===== src/rtl/core/bgc_pkg.sv =====
package bgc_pkg;

	localparam int unsigned PaddrW = 4;
	localparam int unsigned PdataW = 32;

	localparam logic [15:0] AuthTimeoutRst  = 16'd10000;
	localparam logic [15:0] RejectAlertRst  = 16'd3000;
	localparam logic [15:0] AutoCloseRst    = 16'd3000;
	localparam logic [15:0] TelemPeriodRst  = 16'd5000;

	typedef enum logic [1:0] {
		REG_AUTH_TIMEOUT = 2'd0,
		REG_REJECT_ALERT = 2'd1,
		REG_AUTO_CLOSE   = 2'd2,
		REG_TELEM_PERIOD = 2'd3
	} reg_idx_t;

	typedef enum logic [2:0] {
		ST_IDLE    = 3'd0,
		ST_WAIT    = 3'd1,
		ST_DENIED  = 3'd2,
		ST_OPENING = 3'd3,
		ST_OPEN    = 3'd4,
		ST_DELAY   = 3'd5,
		ST_CLOSING = 3'd6
	} gate_state_t;

	typedef enum logic [1:0] {
		ACT_TICK  = 2'd0,
		ACT_REPLY = 2'd1,
		ACT_CMD   = 2'd2
	} action_t;

	localparam logic [1:0] REPLY_ALLOW = 2'd0;
	localparam logic [1:0] REPLY_DENY  = 2'd1;

	localparam logic [2:0] CMD_OPEN     = 3'd0;
	localparam logic [2:0] CMD_CLOSE    = 3'd1;
	localparam logic [2:0] CMD_AUTO_ON  = 3'd2;
	localparam logic [2:0] CMD_AUTO_OFF = 3'd3;

	localparam logic [1:0] PULSE_NONE  = 2'd0;
	localparam logic [1:0] PULSE_OPEN  = 2'd1;
	localparam logic [1:0] PULSE_CLOSE = 2'd2;

	localparam logic [1:0] LIGHT_RED    = 2'd0;
	localparam logic [1:0] LIGHT_WAIT   = 2'd1;
	localparam logic [1:0] LIGHT_MOVING = 2'd2;
	localparam logic [1:0] LIGHT_GREEN  = 2'd3;

	localparam logic [3:0] EV_NONE      = 4'd0;
	localparam logic [3:0] EV_ENTRY_REQ = 4'd1;
	localparam logic [3:0] EV_DENIED    = 4'd2;
	localparam logic [3:0] EV_OPENING   = 4'd3;
	localparam logic [3:0] EV_OPEN      = 4'd4;
	localparam logic [3:0] EV_CLOSING   = 4'd5;
	localparam logic [3:0] EV_CLOSED    = 4'd6;
	localparam logic [3:0] EV_CANCELLED = 4'd7;
	localparam logic [3:0] EV_AUTH_TO   = 4'd8;
	localparam logic [3:0] EV_CLEARED   = 4'd9;
	localparam logic [3:0] EV_REOPEN    = 4'd10;

	typedef struct packed {
		logic [15:0] auth_wait_ms;
		logic [15:0] reject_alert_ms;
		logic [15:0] auto_close_ms;
		logic [15:0] telemetry_period_ms;
	} cfg_t;

	typedef struct packed {
		logic [1:0]  action;
		logic [31:0] now_ms;
		logic        vehicle_arrived;
		logic        vehicle_gone;
		logic        vehicle_present;
		logic        fully_open;
		logic        fully_closed;
		logic [1:0]  response_kind;
		logic [2:0]  command_kind;
	} item_t;

	typedef struct packed {
		gate_state_t gate_state;
		logic [31:0] entry_ms;
		logic [31:0] last_report_ms;
		logic        auto_open;
		logic [1:0]  light_held;
	} gate_regs_t;

	typedef struct packed {
		logic [2:0] state_now;
		logic [1:0] barrier_command;
		logic [1:0] light_mode;
		logic [3:0] first_event;
		logic [3:0] second_event;
		logic       telemetry_due;
		logic       auto_open_now;
	} result_t;

endpackage


===== src/rtl/core/barrier_gate_controller.sv =====
// channel | dir | handshake            | payload
// --------+-----+----------------------+---------------------------------------------
// in      | in  | in_valid / in_ready  | action, now_ms, sensor and barrier flags,
//         |     |                      | response_kind, command_kind
// out     | out | out_valid/out_ready  | state_now, barrier_command, light_mode,
//         |     |                      | first_event, second_event, telemetry_due,
//         |     |                      | auto_open_now
// cfg     | in  | APB psel/penable     | four 16-bit timing registers at 0x0..0xC
//
// One request per cycle while out_ready is high; out_valid flags the result register.
// The input register feeds the step logic, which updates the gate state and
// loads the result register in the same edge, so the next request sees fresh state.
// A stalled output holds the result; one more request waits in the input register.
// arst_n clears the gate state, timestamps, auto-open flag and light; the timing
// registers return to their defaults.
module barrier_gate_controller (
	input  logic                        clk,
	input  logic                        arst_n,
	input  logic                        psel,
	input  logic                        penable,
	input  logic                        pwrite,
	input  logic [bgc_pkg::PaddrW-1:0]  paddr,
	input  logic [bgc_pkg::PdataW-1:0]  pwdata,
	output logic [bgc_pkg::PdataW-1:0]  prdata,
	output logic                        pready,
	input  logic                        in_valid,
	output logic                        in_ready,
	input  logic [1:0]                  action,
	input  logic [31:0]                 now_ms,
	input  logic                        vehicle_arrived,
	input  logic                        vehicle_gone,
	input  logic                        vehicle_present,
	input  logic                        fully_open,
	input  logic                        fully_closed,
	input  logic [1:0]                  response_kind,
	input  logic [2:0]                  command_kind,
	output logic                        out_valid,
	input  logic                        out_ready,
	output logic [2:0]                  state_now,
	output logic [1:0]                  barrier_command,
	output logic [1:0]                  light_mode,
	output logic [3:0]                  first_event,
	output logic [3:0]                  second_event,
	output logic                        telemetry_due,
	output logic                        auto_open_now
);

	bgc_pkg::cfg_t       cfg;
	bgc_pkg::item_t      item_s1;
	logic                vld_s1;
	bgc_pkg::result_t    res_s2;
	logic                vld_s2;
	bgc_pkg::gate_regs_t gate_q;
	bgc_pkg::gate_regs_t gate_nxt;
	bgc_pkg::result_t    res;
	logic                adv;

	bgc_cfg_regs u_cfg (
		.clk     (clk),
		.arst_n  (arst_n),
		.psel    (psel),
		.penable (penable),
		.pwrite  (pwrite),
		.paddr   (paddr),
		.pwdata  (pwdata),
		.prdata  (prdata),
		.pready  (pready),
		.cfg     (cfg)
	);

	bgc_step u_step (
		.item (item_s1),
		.cur  (gate_q),
		.cfg  (cfg),
		.nxt  (gate_nxt),
		.res  (res)
	);

	assign adv      = vld_s1 && (!vld_s2 || out_ready);
	assign in_ready = !vld_s1 || adv;

	always_ff @(posedge clk or negedge arst_n) begin
		if (!arst_n) begin
			vld_s1 <= 1'b0;
		end else if (in_ready) begin
			vld_s1 <= in_valid;
		end
	end

	always_ff @(posedge clk) begin
		if (in_valid && in_ready) begin
			item_s1.action          <= action;
			item_s1.now_ms          <= now_ms;
			item_s1.vehicle_arrived <= vehicle_arrived;
			item_s1.vehicle_gone    <= vehicle_gone;
			item_s1.vehicle_present <= vehicle_present;
			item_s1.fully_open      <= fully_open;
			item_s1.fully_closed    <= fully_closed;
			item_s1.response_kind   <= response_kind;
			item_s1.command_kind    <= command_kind;
		end
	end

	always_ff @(posedge clk or negedge arst_n) begin
		if (!arst_n) begin
			gate_q <= '0;
			vld_s2 <= 1'b0;
		end else begin
			if (adv)
				gate_q <= gate_nxt;
			if (!vld_s2 || out_ready)
				vld_s2 <= vld_s1;
		end
	end

	always_ff @(posedge clk) begin
		if (adv)
			res_s2 <= res;
	end

	assign out_valid       = vld_s2;
	assign state_now       = res_s2.state_now;
	assign barrier_command = res_s2.barrier_command;
	assign light_mode      = res_s2.light_mode;
	assign first_event     = res_s2.first_event;
	assign second_event    = res_s2.second_event;
	assign telemetry_due   = res_s2.telemetry_due;
	assign auto_open_now   = res_s2.auto_open_now;

endmodule


===== src/rtl/core/bgc_cfg_regs.sv =====
module bgc_cfg_regs (
	input  logic                        clk,
	input  logic                        arst_n,
	input  logic                        psel,
	input  logic                        penable,
	input  logic                        pwrite,
	input  logic [bgc_pkg::PaddrW-1:0]  paddr,
	input  logic [bgc_pkg::PdataW-1:0]  pwdata,
	output logic [bgc_pkg::PdataW-1:0]  prdata,
	output logic                        pready,
	output bgc_pkg::cfg_t               cfg
);

	bgc_pkg::cfg_t    cfg_q;
	bgc_pkg::reg_idx_t idx;
	logic             wr_en;

	assign idx    = bgc_pkg::reg_idx_t'(paddr[3:2]);
	assign wr_en  = psel && penable && pwrite;
	assign pready = 1'b1;
	assign cfg    = cfg_q;

	always_ff @(posedge clk or negedge arst_n) begin
		if (!arst_n) begin
			cfg_q.auth_wait_ms        <= bgc_pkg::AuthTimeoutRst;
			cfg_q.reject_alert_ms     <= bgc_pkg::RejectAlertRst;
			cfg_q.auto_close_ms       <= bgc_pkg::AutoCloseRst;
			cfg_q.telemetry_period_ms <= bgc_pkg::TelemPeriodRst;
		end else if (wr_en) begin
			unique case (idx)
				bgc_pkg::REG_AUTH_TIMEOUT: cfg_q.auth_wait_ms        <= pwdata[15:0];
				bgc_pkg::REG_REJECT_ALERT: cfg_q.reject_alert_ms     <= pwdata[15:0];
				bgc_pkg::REG_AUTO_CLOSE:   cfg_q.auto_close_ms       <= pwdata[15:0];
				bgc_pkg::REG_TELEM_PERIOD: cfg_q.telemetry_period_ms <= pwdata[15:0];
				default: ;
			endcase
		end
	end

	always_comb begin
		unique case (idx)
			bgc_pkg::REG_AUTH_TIMEOUT: prdata = {16'd0, cfg_q.auth_wait_ms};
			bgc_pkg::REG_REJECT_ALERT: prdata = {16'd0, cfg_q.reject_alert_ms};
			bgc_pkg::REG_AUTO_CLOSE:   prdata = {16'd0, cfg_q.auto_close_ms};
			bgc_pkg::REG_TELEM_PERIOD: prdata = {16'd0, cfg_q.telemetry_period_ms};
			default:                   prdata = '0;
		endcase
	end

endmodule


===== src/rtl/core/bgc_step.sv =====
module bgc_step (
	input  bgc_pkg::item_t      item,
	input  bgc_pkg::gate_regs_t cur,
	input  bgc_pkg::cfg_t       cfg,
	output bgc_pkg::gate_regs_t nxt,
	output bgc_pkg::result_t    res
);

	logic                 enter_en;
	bgc_pkg::gate_state_t enter_code;
	logic [3:0]           ev_pre;
	logic [3:0]           ev_enter;
	logic [1:0]           pulse;
	logic                 due;
	logic [31:0]          age;
	logic [31:0]          rep_age;

	assign age     = item.now_ms - cur.entry_ms;
	assign rep_age = item.now_ms - cur.last_report_ms;

	always_comb begin
		nxt        = cur;
		enter_en   = 1'b0;
		enter_code = bgc_pkg::ST_IDLE;
		ev_pre     = bgc_pkg::EV_NONE;
		ev_enter   = bgc_pkg::EV_NONE;
		pulse      = bgc_pkg::PULSE_NONE;
		due        = 1'b0;

		unique case (item.action)
			bgc_pkg::ACT_TICK: begin
				unique case (cur.gate_state)
					bgc_pkg::ST_IDLE: begin
						if (item.vehicle_arrived) begin
							enter_en   = 1'b1;
							enter_code = cur.auto_open ? bgc_pkg::ST_OPENING : bgc_pkg::ST_WAIT;
						end
					end
					bgc_pkg::ST_WAIT: begin
						if (item.vehicle_gone) begin
							ev_pre   = bgc_pkg::EV_CANCELLED;
							enter_en = 1'b1;
						end else if (age >= {16'd0, cfg.auth_wait_ms}) begin
							ev_pre   = bgc_pkg::EV_AUTH_TO;
							enter_en = 1'b1;
						end
					end
					bgc_pkg::ST_DENIED: begin
						if (age >= {16'd0, cfg.reject_alert_ms})
							nxt.light_held = bgc_pkg::LIGHT_RED;
						if (item.vehicle_gone)
							enter_en = 1'b1;
					end
					bgc_pkg::ST_OPENING: begin
						if (item.fully_open) begin
							enter_en   = 1'b1;
							enter_code = bgc_pkg::ST_OPEN;
						end
					end
					bgc_pkg::ST_OPEN: begin
						if (item.vehicle_gone) begin
							ev_pre     = bgc_pkg::EV_CLEARED;
							enter_en   = 1'b1;
							enter_code = bgc_pkg::ST_DELAY;
						end
					end
					bgc_pkg::ST_DELAY: begin
						if (item.vehicle_present) begin
							enter_en   = 1'b1;
							enter_code = bgc_pkg::ST_OPEN;
						end else if (age >= {16'd0, cfg.auto_close_ms}) begin
							enter_en   = 1'b1;
							enter_code = bgc_pkg::ST_CLOSING;
						end
					end
					bgc_pkg::ST_CLOSING: begin
						if (item.vehicle_present) begin
							ev_pre     = bgc_pkg::EV_REOPEN;
							enter_en   = 1'b1;
							enter_code = bgc_pkg::ST_OPENING;
						end else if (item.fully_closed) begin
							ev_pre   = bgc_pkg::EV_CLOSED;
							enter_en = 1'b1;
						end
					end
					default: ;
				endcase
			end
			bgc_pkg::ACT_REPLY: begin
				if (cur.gate_state == bgc_pkg::ST_WAIT || cur.gate_state == bgc_pkg::ST_DENIED) begin
					if (item.response_kind == bgc_pkg::REPLY_ALLOW) begin
						enter_en   = 1'b1;
						enter_code = bgc_pkg::ST_OPENING;
					end else if (item.response_kind == bgc_pkg::REPLY_DENY) begin
						enter_en   = 1'b1;
						enter_code = bgc_pkg::ST_DENIED;
					end
				end
			end
			bgc_pkg::ACT_CMD: begin
				unique case (item.command_kind)
					bgc_pkg::CMD_OPEN: begin
						enter_en   = 1'b1;
						enter_code = bgc_pkg::ST_OPENING;
					end
					bgc_pkg::CMD_CLOSE: begin
						enter_en   = 1'b1;
						enter_code = bgc_pkg::ST_CLOSING;
					end
					bgc_pkg::CMD_AUTO_ON:  nxt.auto_open = 1'b1;
					bgc_pkg::CMD_AUTO_OFF: nxt.auto_open = 1'b0;
					default: ;
				endcase
			end
			default: ;
		endcase

		// state entry actions; these override the denied light fallback
		if (enter_en) begin
			nxt.gate_state = enter_code;
			nxt.entry_ms   = item.now_ms;
			unique case (enter_code)
				bgc_pkg::ST_IDLE: begin
					pulse          = bgc_pkg::PULSE_CLOSE;
					nxt.light_held = bgc_pkg::LIGHT_RED;
				end
				bgc_pkg::ST_WAIT: begin
					nxt.light_held = bgc_pkg::LIGHT_WAIT;
					ev_enter       = bgc_pkg::EV_ENTRY_REQ;
				end
				bgc_pkg::ST_DENIED: begin
					pulse          = bgc_pkg::PULSE_CLOSE;
					nxt.light_held = bgc_pkg::LIGHT_MOVING;
					ev_enter       = bgc_pkg::EV_DENIED;
				end
				bgc_pkg::ST_OPENING: begin
					pulse          = bgc_pkg::PULSE_OPEN;
					nxt.light_held = bgc_pkg::LIGHT_MOVING;
					ev_enter       = bgc_pkg::EV_OPENING;
				end
				bgc_pkg::ST_OPEN: begin
					nxt.light_held = bgc_pkg::LIGHT_GREEN;
					ev_enter       = bgc_pkg::EV_OPEN;
				end
				bgc_pkg::ST_CLOSING: begin
					pulse          = bgc_pkg::PULSE_CLOSE;
					nxt.light_held = bgc_pkg::LIGHT_MOVING;
					ev_enter       = bgc_pkg::EV_CLOSING;
				end
				default: ;
			endcase
		end

		if (item.action == bgc_pkg::ACT_TICK && rep_age >= {16'd0, cfg.telemetry_period_ms}) begin
			nxt.last_report_ms = item.now_ms;
			due                = 1'b1;
		end

		res.state_now       = nxt.gate_state;
		res.barrier_command = pulse;
		res.light_mode      = nxt.light_held;
		res.telemetry_due   = due;
		res.auto_open_now   = nxt.auto_open;
		if (ev_pre != bgc_pkg::EV_NONE) begin
			res.first_event  = ev_pre;
			res.second_event = ev_enter;
		end else begin
			res.first_event  = ev_enter;
			res.second_event = bgc_pkg::EV_NONE;
		end
	end

endmodule

===== config.mk =====
export PLATFORM = sky130hd
export DESIGN_NAME = barrier_gate_controller
export DESIGN_NICKNAME = d
export VERILOG_FILES = /design/src/rtl/core/bgc_pkg.sv /design/src/rtl/core/barrier_gate_controller.sv /design/src/rtl/core/bgc_cfg_regs.sv /design/src/rtl/core/bgc_step.sv
export SDC_FILE = /design/constraint.sdc
export NUM_CORES = 1
export LEC_CHECK = 0
export ABC_AREA = 1
export BUFFER_PORTS_ARGS = -buffer_cell sky130_fd_sc_hd__buf_2
export CORE_MARGIN = 3
export CORE_UTILIZATION = 50
export CTS_CLUSTER_DIAMETER = 150
export DETAILED_ROUTE_END_ITERATION = 16
export PLACE_DENSITY = 0.72
export SYNTH_ARGS = -nofsm -noshare
export SYNTH_HDL_FRONTEND = slang
export SYNTH_SLANG_ARGS = --single-unit

===== constraint.sdc =====
create_clock -name clk -period 3.54 [get_ports clk]
set_input_delay 0.354 -clock clk [delete_from_list [all_inputs] [get_ports clk]]
set_output_delay 0.354 -clock clk [all_outputs]
set_load 0.01 [all_outputs]

==> impl_metrics.ini, run 1 <==
[final_layout]
seqCellArea_um2 = 5240
utilization_pct = 66.6
syn2layout_area_growth_pct = 29.2
multi_input_area_um2 = 8300
nets = 2438
drive_gt1_share_pct = 25.9
diodes = 0
post-route-cell-area_um2 = 18200
fillers = 2287

[logic_synthesis]
synth_area_leaders = dfrtp_1 (20%), nand2_1 (17%), edfxtp_1 (13%)
yosysWarnings = 0
syn_area_um2 = 14100
synth_edf_count = 60
synthArstFlopShare_pct = 69.4
synth_xor_area_share_pct = 2.67
synth_compound_area_share_pct = 10.6
muxShareOfSynthArea_pct = 0.0711
synth_fa_ha_area_share_pct = 11.5
ys_ff_latch = 196
avgSynthCellArea_um2 = 7.28
yosysMostFrequentCell = nand2_1
netlist.area_leader.share_pct = 19.9
yosys_most_used_dff = dfrtp_1
yosysTopAreaCell = dfrtp_1
seq_area_frac_synth_pct = 37.2
ys_top_cells_by_count = nand2_1 (631), inv_1 (344), ha_1 (126), dfrtp_1 (112), nor2_1 (105)
synth_top_family_by_area = simple AND/OR/NAND/NOR gates
yosys.cell_types.count = 56
yosys.area_share.simple_pct = 26.4
postSynthCellCount = 1934

[timing]
fin_crit_ns = 3.73
fmax_mhz = 268
hold_viol = 5
post-route-period-util_pct = 105
slew_headroom_pct = 21.6
fin_hold_ws_ns = -0.0137
setup_ws_ns = -0.191
maxSlewViolCount = 0
rsz0062_at_grt = true
setup-violations-final = 74
worst_pin_slew_ns = 1.17
final.setup_skew_ns = 0.0147

[drt]
ant_nets = 0
drt-total-wl_um = 43200
drtIter0Drc = 1107
first_pass_iters = 5
wl_met3_um = 2450
wl_met2_um = 20300
vias = 13800
wl_per_cell_um = 16.6
dr.max_layer_used = met4
viasPerCell = 5.30
wl_met1_um = 19200
post-route-drc-count = 0

[worst_setup_path]
critPathMaxFanout = 7
critical_path.startpoint = item_s1[10]$_DFFE_PP_
crit_arrival_ns = 4.06
rr_startpoint = item_s1[10]$_DFFE_PP_
critPathKind = reg -> reg
start_kind = flop
cp_slowest_cell = fa_2
crit_path_frequent_cell = nand2_1
crit_required_ns = 3.87
cp_slowest_stage_delay_ns = 0.42
crit_path_end_kind = flop

[floorplan]
coreArea_um2 = 27300
rows = 60
initial_utilization_pct = 51.5
die_area_um2 = 30200
die_h_um = 174
num_io_pins = 139
chipWidth_um = 174

[clock_network]
cts.sinks = 196
clock_latency_ns = 0.45
htreeDepth = 4
cts_tree = done
cts_buffers = 17
cts_buffer_depth = 2
hold_buffers = 0
cts-root-buf = clkbuf_16
clk_pin_slew_ns = 0.08

[global_route]
grt_util_all_layers_pct = 26.6
grt_overflow_total = 0
grt_pass1_vias = 13100
grt_pass1_wl_um = 65200
antenna_found_initial = 0
grt_max_degree = 93

[place]
dp_hpwl_um = 30600
gp_congestion = 0.942
io_buffers = 102
post_dp_cell_area_um2 = 16200

[outcome]
status = finished, violations left
violations = hold timing, setup timing

[power_and_ir_drop]
p_seq_share_pct = 20.4
p_per_area_nw_per_um2 = 898
leakage_nw = 9.37
vdd_drop_max_mv = 0.451
total_power_mw = 16.3
switching_share_pct = 46.0
comb_power_share_pct = 66.8
switchingPower_mw = 7.52
p_clk_share_pct = 12.8
internal_power_mw = 8.82

[run]
max_cap_viol_count = 0

[worst_hold_path]
worstHoldPathType = in -> async
state kept, by name (all words and copies together) (netlist names):
signal and flops:
gate_q 70, u_cfg.cfg 64, item_s1 44, first_event 4, second_event 3, state_now 3, barrier_command 2, light_mode 2
auto_open_now 1, out_valid 1, telemetry_due 1, vld_s1 1
final cells by class:
type	instances	share of cell area (%)
clock buffer	18	2.48
clock inverter	14	0.901
inverter	349	7.35
multi-input combinational	1352	45.7
sequential	196	28.8
tap	372	2.56
timing repair buffer	302	11.9
timing repair inverter	5	0.413
path summary, 6_finish.rpt:
| kind | to | depth (start not counted) | slack, ns |
|---|---|---|---|
| max | gate_q[48]$_DFFE_PN0P_ | 28 | -0.19 |
| min | u_cfg.cfg[2]$_DFFE_PN0P_ | 1 | -0.01 |
| max reg2reg | gate_q[48]$_DFFE_PN0P_ | 28 | -0.19 |
| min reg2reg | gate_q[15]$_DFFE_PN0P_ | 2 | 0.47 |
| max in group asynchronous | gate_q[3]$_DFFE_PN0P_ | 2 | 2.56 |
| min in group clk | item_s1[41]$_DFFE_PP_ | 1 | 0.07 |
per-stage QoR:
step	setup WS, ns	instances	TNS (ns)
after floorplan	0.0715	1951	0
after global placement	-0.299	2550	-16.93
after detailed placement	-0.437	2550	-26.67
after CTS	-0.0680	2591	-1.56
after global routing	-0.370	2608	-21.98
final	-0.191	2608	-6.24
per-layer routing:
metal	GRT usage, %	vias up
li1	-	6713
met1	36.6	6548
met2	43.9	459
met3	3.26	97
met4	8.75	0
met5	0	-
repair_timing:
item / in CTS / in global routing
setup endpoints to repair: 83 / 83
gates resized for setup: 99 / 134
gates cloned: 0 / 6
buffers inserted: 11 / 11
pin swaps: 43 / 48
power by group through the flow:
stage | logic, mW | registers [mW] | clock network, mW
finish | 10.9 | 3.33 | 2.09
global route | 12.1 | 3.39 | 2.21
CTS | 9.75 | 3.31 | 2.12
detailed placement | 8.96 | 3.34 | 0
global placement | 8.70 | 3.32 | 0
floorplan | 5.61 | 3.27 | 0
worst max-delay path: cells and delay by family, from the launching register on:
| kind | cells | cell delay [ns] |
|---|---|---|
| buf+inv | 7 | 0.70 |
| compound gates | 3 | 0.36 |
| xor+xnor | 1 | 0.17 |
| fa+ha+maj | 3 | 0.80 |
| simple gates | 14 | 1.19 |
| flops | 1 | 0.38 |
kinds of logic (layout without fill, tap and decap cells):
logic type / Yosys count / count (layout)
simple gates: 894 / 894
buf+inv: 403 / 688
compound gates: 267 / 267
flops: 196 / 196
fa+ha+maj: 128 / 128
xor+xnor: 43 / 43
other cells: 2 / 19
mux: 1 / 1
placed cells by master, fill, tap and decap left out, types with 60 or more instances in the layout:
master / netlist / layout
a21oi_1: 88 / 68
dfrtp_1: 112 / 112
buf_2: 5 / 101
ha_1: 126 / 97
nand2_1: 631 / 576
buf_4: 20 / 184
inv_1: 344 / 332
o21ai_0: 93 / 83
nor2_1: 105 / 94
edfxtp_1: 60 / 60
(Power assumes the default switching activity.)
==> run 2: changes to the inputs <==
--- a/config.mk
+++ b/config.mk
@@ -9,6 +9,7 @@
 export BUFFER_PORTS_ARGS = -buffer_cell sky130_fd_sc_hd__buf_2
 export CORE_MARGIN = 3
 export CORE_UTILIZATION = 50
+export CTS_BUF_LIST = sky130_fd_sc_hd__clkbuf_2 sky130_fd_sc_hd__clkbuf_4 sky130_fd_sc_hd__clkbuf_8
 export CTS_CLUSTER_DIAMETER = 150
 export DETAILED_ROUTE_END_ITERATION = 16
 export PLACE_DENSITY = 0.72
==> run 2 against run 1 <==
  * Largest power group unchanged
  * Clock skew rose by 0.0087 ns
  * Global-route usage hardly changed
  * Core utilization fell by 1.3 points
  * Via count fell by 1.7%
  * Routed wire length shrank 3.5%
  * Register-to-register slack better by 0.08 ns
  * Setup slack gained 0.081 ns
  * The flow finishes with violations (setup timing)
  * Sequential share of layout area grew 0.58 points
  * Combinational power fell by 5%
  * Highest routed layer unchanged
  * Critical path type unchanged
  * Cell area fell by 2.0%
  * Power is 6.0% lower
==> impl_metrics.ini, run 2 (same netlist as run 1, synthesis figures left out) <==
[floorplan]
die_h_um = 174
coreArea_um2 = 27300
num_io_pins = 139
initial_utilization_pct = 51.5
chipWidth_um = 174
rows = 60
die_area_um2 = 30200

[place]
gp_congestion = 0.942
place_ws_ns = -0.437
post_dp_cell_area_um2 = 16200
dp_hpwl_um = 30600
io_buffers = 102
dpl.cell_count = 2550

[drt]
ant_nets = 0
post-route-drc-count = 0
vias = 13600
viasPerCell = 5.19
wl_per_cell_um = 15.9
first_pass_iters = 5
drt-total-wl_um = 41700
drtIter0Drc = 919

[timing]
fin_crit_ns = 3.65
tns_ns = -2.44
slew_headroom_pct = 23.8
post-route-period-util_pct = 103
final.setup_skew_ns = 0.0234
hold_viol = 0
fin_hold_ws_ns = 0.0176
maxSlewViolCount = 0
setup_ws_ns = -0.110
worst_pin_slew_ns = 1.14
rsz0062_at_grt = true
fmax_mhz = 274
setup-violations-final = 70

[clock_network]
cts_tree = done
cts_buffer_depth = 2
cts.sinks = 196
clock_latency_ns = 0.51
cts-root-buf = clkbuf_8
clk_pin_slew_ns = 0.12
cts_buffers = 17
htreeDepth = 4

[final_layout]
fillers = 2398
utilization_pct = 65.2
seqCellArea_um2 = 5240
post-route-cell-area_um2 = 17800
diodes = 0
regMostFlops = gate_q
final_cell_mix = nand2_1 (599), inv_1 (333), buf_4 (183), dfrtp_1 (112), buf_2 (101)
multi_input_area_um2 = 8090
syn2layout_area_growth_pct = 26.6
fin_cells = 2616
largest_reg_flops = 70
drive_gt1_share_pct = 23.7
final_common_cell = nand2_1
nets = 2446

[power_and_ir_drop]
internal_power_mw = 8.19
p_seq_share_pct = 21.6
switching_share_pct = 46.7
switchingPower_mw = 7.17
comb_power_share_pct = 67.7
leakage_nw = 9.24
vdd_drop_max_mv = 0.423
p_clk_share_pct = 10.7
total_power_mw = 15.4
p_per_area_nw_per_um2 = 862

[worst_hold_path]
min-delay-start = now_ms[27]
hold-path-cell-count = 1
worstHoldPathType = in -> reg
min_to = item_s1[37]$_DFFE_PP_

[worst_setup_path]
crit_path_end_kind = flop
crit_arrival_ns = 4.06
r2r.worst_path.cells = 24
r2r-end = gate_q[30]$_DFFE_PN0P_
crit_required_ns = 3.95
rr_startpoint = item_s1[10]$_DFFE_PP_
critPathMaxFanout = 8
ff2ff_setup_slack_ns = -0.11
start_kind = flop
critical_path.startpoint = item_s1[10]$_DFFE_PP_
critPathKind = reg -> reg

[global_route]
grt_pass1_wl_um = 64900
grt_pass1_vias = 13100
antenna_found_initial = 0
grt_max_degree = 93
grt_overflow_total = 0
grt_util_all_layers_pct = 26.6

[outcome]
status = finished, violations left
violations = setup timing

[run]
max_cap_viol_count = 0
run 2: power by group through the flow:
stage,sequential (mW),combinational [mW],clock (mW)
detailed placement,3.34,8.96,0
floorplan,3.27,5.61,0
global route,3.38,11.6,1.76
CTS,3.30,9.41,1.66
finish,3.32,10.4,1.65
global placement,3.32,8.70,0
run 2: worst max path at each step:
stage	to	slack, ns	cells past startpoint
after floorplan	telemetry_due$_DFFE_PP_	0.07	19
after global placement	gate_q[41]$_DFFE_PN0P_	-0.30	29
after detailed placement	gate_q[64]$_DFFE_PN0P_	-0.44	26
after CTS	state_now[0]$_DFFE_PP_	-0.15	26
after global routing	gate_q[26]$_DFFE_PN0P_	-0.29	24
final	gate_q[30]$_DFFE_PN0P_	-0.11	24
run 2: critical path: stages (launching register included):
cell,delay [ns]
edfxtp_1,0.43
inv_2,0.09
ha_2,0.17
inv_2,0.04
fa_2,0.35
nand3_2,0.09
nand2_4,0.08
a21oi_2,0.12
buf_4,0.14
inv_1,0.07
a21oi_2,0.22
xnor2_2,0.17
ha_1,0.27
nand2_1,0.07
inv_1,0.05
nand3_2,0.11
nor3_4,0.05
a221oi_2,0.22
buf_4,0.16
nand4_4,0.12
buf_6,0.15
buf_6,0.13
buf_12,0.13
nand4_1,0.07
nand2_1,0.06
run 2: area by class of cell:
class	instances	share of cell area [%]
repair buffers	314	12.7
clock inverters	15	1.09
inverters	349	7.44
flip-flops and latches	196	29.4
clock buffers	17	1.31
well taps	372	2.61
multi-input cells	1352	45.4
repair inverters	1	0.0912
run 2: repair_timing:
action | CTS | global route
setup endpoints to repair | 83 | 83
endpoints found under the hold margin | 63 | 12
hold buffers | 3 | 12
gates cloned | 2 | 1
pin swaps | 14 | 53
resized for setup | 70 | 119
buffers inserted | 7 | 9
run 2: per-layer routing:
layer / global-route usage (%) / up-vias / part of all wire (%)
met1: 35.9 / 6324 / 44
met4: 9.32 / 0 / 2.8
met5: 0 / - / 0
met3: 5.21 / 88 / 6.6
met2: 42.8 / 447 / 46
li1: - / 6728 / -
